--- src/hw/rtl/spw_pkg.sv ---
// Shared types and constants for the shadowed pixel write command stream.
// Used by the top level and spw_fmt; depends on nothing.
package spw_pkg;

   localparam int FRAME_BYTES = 1024;
   localparam int PAGE_WIDTH = 128;
   localparam int ADDR_W = $clog2(FRAME_BYTES);
   localparam int PAGE_W = 4;
   localparam int SUM_W = $clog2(FRAME_BYTES + (1 << PAGE_W) * PAGE_WIDTH + 256);

   localparam logic [7:0] CMD_PAGE = 8'hB0;
   localparam logic [7:0] CMD_COL_HI = 8'h10;
   localparam logic [3:0] CMD_COL_LO = 4'h0;

   typedef enum logic [1:0] {
      BEAT_PAGE,
      BEAT_COL_LO,
      BEAT_COL_HI,
      BEAT_DATA
   } beat_type;

   typedef struct packed {
      logic [PAGE_W-1:0] page;
      logic [7:0]        column;
      logic [7:0]        data;
   } upd_type;

endpackage

--- src/hw/rtl/spw_fmt.sv ---
// Builds one display byte of an update from the beat position.
// Depends on spw_pkg for the update struct, beat codes and command bytes.
module spw_fmt (
   input  spw_pkg::upd_type  upd,
   input  spw_pkg::beat_type beat,
   output logic              is_data,
   output logic [7:0]        out_byte,
   output logic              last_byte
);

   always_comb begin
      is_data = 1'b0;
      last_byte = 1'b0;
      unique case (beat)
         spw_pkg::BEAT_PAGE: begin
            out_byte = spw_pkg::CMD_PAGE | 8'(upd.page);
         end
         spw_pkg::BEAT_COL_LO: begin
            out_byte = {spw_pkg::CMD_COL_LO, upd.column[3:0]};
         end
         spw_pkg::BEAT_COL_HI: begin
            out_byte = spw_pkg::CMD_COL_HI | {4'h0, upd.column[7:4]};
         end
         spw_pkg::BEAT_DATA: begin
            out_byte = upd.data;
            is_data = 1'b1;
            last_byte = 1'b1;
         end
         default: begin
            out_byte = upd.data;
         end
      endcase
   end

endmodule

--- config.mk ---
export PLATFORM = sky130hd
export DESIGN_NAME = spw_fmt
export DESIGN_NICKNAME = d
export VERILOG_FILES = /design/src/hw/rtl/spw_pkg.sv /design/src/hw/rtl/spw_fmt.sv
export SDC_FILE = /design/constraint.sdc
export NUM_CORES = 1
export LEC_CHECK = 0
export ABC_CLOCK_PERIOD_IN_PS = 1400
export BUFFER_PORTS_ARGS = -buffer_cell sky130_fd_sc_hd__buf_2
export CORE_AREA = 4 4 41 43
export DETAILED_ROUTE_END_ITERATION = 8
export DIE_AREA = 0 0 45 47
export RECOVER_POWER = 25
export SLEW_MARGIN = 20
export SYNTH_ARGS = -nofsm -noshare
export SYNTH_HDL_FRONTEND = slang
export SYNTH_SLANG_ARGS = --single-unit
--- constraint.sdc ---
create_clock -name vclk -period 1.4
set_clock_uncertainty 0.05 [all_clocks]
set_input_delay 0.28 -clock vclk [all_inputs]
set_output_delay 0.28 -clock vclk [all_outputs]
set_load 0.01 [all_outputs]
# --- Yosys cells after proc, flatten, opt, wreduce, memory -nomap -nowiden ---
# Cells that the tools add are included.
word_totals:
  reg_bits: 0
op_classes:
  n_eq_ne: 3
  muxes: 2
  n_reduce_logical: 1
ops:
  columns: ["operator", "n"]
  rows:
  - ["8-bit one-hot mux with 4 select lines", 1]
  - ["2-bit == test, second input constant", 2]
  - ["2-bit by 1-bit == test with 1-bit output, second input constant", 1]
  - ["2-bit logical NOT", 1]
  - ["1-bit 2-to-1 mux", 1]

# --- Logic depth before layout (Yosys ltp) ---
# Gate-level depths: netlist of the first run.
logic_depth:
  depth_word: 2
  depth_mapped: 3
  depth_no_buf: 2

# --- Least setup slack after synthesis of the first run ---
# OpenSTA, ideal clock, no wires.
synth_path:
  path_type: "input port to output port"
  from: "in beat[0]"
  to: "out out_byte[0]"
  arrival_ns: 0.916
  t_required_ns: 1.070
  setup_slack_ns: 0.154
  cell_stages: 2
  cell_sequence: "buf_6 -> mux4_2"
synth_via:
  elab_chain_len: 2
  elab_cells_between_ends: 5
  cone_classes: "3 x eq/ne; 1 x mux; 1 x reduce/logical"
synth_rtl:
  columns: ["item", "line_no", "text"]
  rows:
  - ["start, declared", "spw_fmt.sv:5", "input spw_pkg::beat_type beat,"]
  - ["2-bit == test (tied with other cells)", "spw_fmt.sv:14", "unique case (beat)"]
  - ["8-bit one-hot mux with 4 select lines (*)", "spw_fmt.sv:14", null]
  - ["end, declared", "spw_fmt.sv:7", "output logic [7:0] out_byte,"]
# Mark *: on every way between the ends. The rest lies on a longest branch, timed or not.

# --- Final worst setup path of the first run ---
layout_path:
  from: "in beat[0]"
  to: "out out_byte[2]"
# Same word-level chain as after synthesis.

==> impl_metrics.toml, run 1 <==
[setup_path]
path_cells = "buf_8 > mux4_2 > buf_6"
cpLargestDelayFamily = "multiplexers"
worstSetupPathType = "in -> out"
critPathArrivalTime_ns = 1.02
cp_num_buf_inv = 2
cp_max_fo = 7
max_stage_delay_ns = 0.50
crit_path_end_kind = "primary output"
worstPathRequired_ns = 1.07
crit_slowest_cell = "mux4_2"
cp.depth = 3
startpoint_type = "input port"

[placement]
gp_congestion = 0.5405
dpl.cell_count = 60
dp_hpwl_um = 583.1
pre_cts_ws_ns = -0.1289
portBuffers = 32
dpl_cell_area_um2 = 322.8

[min_path]
hp-class = "in -> out"
min_path_cells = 4

[run]
maxCapViolCount = 0

[final_layout]
stdcell_count = 60
seqCellArea_um2 = 0
utilization_pct = 25.67
antenna_cells = 0
drive_gt1_share_pct = 84.44
clockBufferCount = 0
area_growth_pct = 108.6
fillers = 157
finalNetCount = 69
seq_cell_count = 0
final_design_area_no_fill_um2 = 334.1

[synth]
yosys-top-cells-area = "mux4_2, mux4_1, buf_6"
ys_types = 10
postSynthAreaPerCell_um2 = 10.68
yosysWarnings = 0
ys_seq_area_share_pct = 0
yosysTopAreaCell = "mux4_2"
syn_inst = 15
ys_top_cells_by_count = "mux4_2, nand2_1, nand3_1, o21ai_0"
syn_area_um2 = 160.2
yosysMostFrequentCell = "mux4_2"
syn_nets = 37
synth_top_area_share_pct = 42.19

[global_routing]
grt_pass1_wl_um = 966
grt_pass1_vias = 240
grt.total_usage_pct = 5.771
grt_start_max_net_pins = 12
grt-ovfl-total = 0
antenna_found_initial = 0

[detailed_routing]
ant_nets = 0
num_vias = 234
drtIter0Drc = 0
viasPerCell = 3.900
wl_per_cell_um = 11.17
totalWireLength_um = 670
dr.pass1.iters = 1
drc = 0

[floorplanning]
die_x_um = 45
num_rows = 13
coreArea_um2 = 1301
die_area_um2 = 2115
die_height_um = 47
initial_core_util_pct = 12.31
ios = 32

[power_and_ir_drop]
fin_total_pwr_uw = 107.3
p_per_area_nw_per_um2 = 321.2
combPwrFrac_pct = 100.0
p_sw_share_pct = 39.11
p_switching_uw = 41.97
irDropWorstVdd_v = 0.00005918
power.internal_uw = 65.34
leakage_nw = 0.1808
clockPowerShare_pct = 0
pwr-share-seq_pct = 0

[timing]
fin_crit_sh_pct = 96.65
slew_headroom_pct = 86.97
fmax_mhz = 739.1
setup_viol = 0
hold_violations = 0
fin_setup_tns_ns = 0
grt_setup_unrepaired = "no"
timing.final.crit_period_ns = 1.353
final_max_slew_viol_count = 0
layout_setup_ws_ns = 0.04695
whs_ns = 0.7988
tightest_slew_ns = 0.1955

[status]
status = "complete, no violations"

[cts]
postCtsHoldBufs = 0
post_cts_buffers = 0
-- worst min-delay path: stages --
cell and delay (ns):
buf_2 0.08, nand2_1 0.04, nand2_1 0.05, buf_2 0.12
-- routing by layer --
layer  global-route usage [%]  part of all wire (%)
met5                        0                     0
met4                        0                     0
met3                    1.149                    16
met2                    10.45                    47
met1                    7.517                    37
-- placed cells by master (no fill, tap or decap) --
master     n
nand3_1    2
nand2_1    2
buf_8      1
o21ai_0    2
and2_2     1
and3_2     1
mux4_2     4
buf_2     29
buf_6      1
buf_4      1
clkbuf_1   1
-- cell families after synthesis --
| family | Yosys count | share of synthesized area, % |
|---|---|---|
| AND/OR/NAND/NOR | 6 | 20.32 |
| multiplexers | 4 | 58.59 |
| buffers and inverters | 3 | 14.84 |
| AO/OA/AOI/OAI | 2 | 6.250 |
-- power groups by stage --
| stage | Clock (mW) | Sequential [mW] | Combinational [mW] |
|---|---|---|---|
| floorplan | 0 | 0 | 0.0524 |
| global placement | 0 | 0 | 0.0994 |
| detailed placement | 0 | 0 | 0.101 |
| CTS | 0 | 0 | 0.105 |
| global route | 0 | 0 | 0.117 |
| finish | 0 | 0 | 0.107 |
-- worst paths after layout --
path | slack, ns | end | start
min | 0.80 | out_byte[4] | upd[4]
max | 0.05 | out_byte[2] | beat[0]
-- repair_timing --
action,in CTS,in global routing
resized for setup,3,2
cloned,0,0
setup endpoints to repair,4,1
-- layout make-up --
| class | instances | area, um^2 | share of cell area (%) |
|---|---|---|---|
| tap | 15 | 18.77 | 5.618 |
| multi-input combinational | 12 | 132.6 | 39.70 |
| timing repair buffer | 33 | 182.7 | 54.68 |
No activity file was read; power rests on OpenSTA's default activity.
==> run 2, diff against run 1 <==
Settings changed: CELL_PAD_IN_SITES_DETAIL_PLACEMENT set to 0, CELL_PAD_IN_SITES_GLOBAL_PLACEMENT set to 2, CORE_AREA 4 4 41 43 to unset, CORE_MARGIN set to 4, CORE_UTILIZATION set to 10, DIE_AREA 0 0 45 47 to unset, PLACE_DENSITY_LB_ADDON set to 0.1.
==> run 2 against run 1 <==
Effect of this change:
- wire length is 3.9% higher
- hold slack worse by 0.0077 ns
- non-clock buffer count stayed put
- via count is 2.6% higher
- critical path depth stayed put
- cell count is 1.7% higher
- sequential share of layout area stayed put
- worst setup slack better by 0.0088 ns
- design area is 1.5% lower
- fmax is 0.65% higher
- largest power group unchanged
==> impl_metrics.toml, run 2 (synthesis results as in run 1) <==
[status]
status = "complete, no violations"

[cts]
postCtsHoldBufs = 0
post_cts_buffers = 0

[detailed_routing]
drc = 0
dr.pass1.iters = 3
viasPerCell = 3.934
totalWireLength_um = 696
num_vias = 240
drtIter0Drc = 4
ant_nets = 0
wl_per_cell_um = 11.41

[timing]
tightest_slew_ns = 0.1883
timing.final.crit_period_ns = 1.344
fin_crit_sh_pct = 96.02
hold_violations = 0
fmax_mhz = 743.9
final_max_slew_viol_count = 0
slew_headroom_pct = 87.44
setup_viol = 0
fin_setup_tns_ns = 0
grt_setup_unrepaired = "no"
whs_ns = 0.7911
layout_setup_ws_ns = 0.05570

[placement]
portBuffers = 32
gp_congestion = 0.5399
pre_cts_ws_ns = -0.1265
dpl.cell_count = 61
dpl_cell_area_um2 = 324.1

[global_routing]
grt_pass1_wl_um = 876
grt_pass1_vias = 212
antenna_found_initial = 0
grt-ovfl-total = 0
grt_start_max_net_pins = 12
grt.total_usage_pct = 5.060

[min_path]
hp-start = "upd[4]"
hp-class = "in -> out"
min_path_cells = 4

[final_layout]
seqCellArea_um2 = 0
utilization_pct = 21.84
stdcell_count = 61
multiInputGateArea_um2 = 132.6
clockBufferCount = 0
drive_gt1_share_pct = 84.44
area_growth_pct = 105.5
final_design_area_no_fill_um2 = 329.1
layout_common_cells = "buf_2, mux4_2, nand3_1, o21ai_0, nand2_1"
seq_cell_count = 0
fillers = 175
antenna_cells = 0
final_common_cell = "buf_2"
finalNetCount = 69

[power_and_ir_drop]
p_per_area_nw_per_um2 = 312.4
leakage_nw = 0.1787
fin_total_pwr_uw = 102.8
irDropWorstVdd_v = 0.00006289

[floorplanning]
initial_core_util_pct = 10.63
ios = 32
die_x_um = 48.02
die_area_um2 = 2306
num_rows = 14
die_height_um = 48.02
coreArea_um2 = 1506

[setup_path]
startpoint_type = "input port"
worstSetupStartpoint = "beat[0]"
crit_path_end_kind = "primary output"
path_cells = "buf_8 > mux4_2 > buf_2"
worstSetupPathType = "in -> out"
critPathArrivalTime_ns = 1.01
cp_max_fo = 7
worstPathRequired_ns = 1.07
max_stage_delay_ns = 0.48
crit_slowest_cell = "mux4_2"

[run]
maxCapViolCount = 0
==> run 2: layout make-up <==
cell class	count	share of cell area, %
Timing Repair Buffer	33	53.61
Tap cell	16	6.084
Multi-Input combinational cell	12	40.30
==> run 2: critical path: cells and delay by family <==
| kind | cells | cell delay [ns] |
|---|---|---|
| buffers and inverters | 2 | 0.25 |
| muxes | 1 | 0.48 |
==> run 2: repair_timing <==
item / CTS / global route
gates resized for setup: 3 / 1
setup endpoints to repair: 4 / 1
cloned: 0 / 0
==> run 2: final timing paths <==
check / end
max: out_byte[1]
min: out_byte[4]
==> run 2: power breakdown <==
group	switching [mW]	total, mW	internal (mW)
Clock	0	0	0
Combinational	0.0408	0.103	0.0620
Sequential	0	0	0
==> run 2: layer usage <==
metal / part of all wire, % / global-route usage (%)
met5: 0 / 0
met4: 0 / 0
met3: 20 / 0.7519
met2: 50 / 12.14
met1: 30 / 4.194
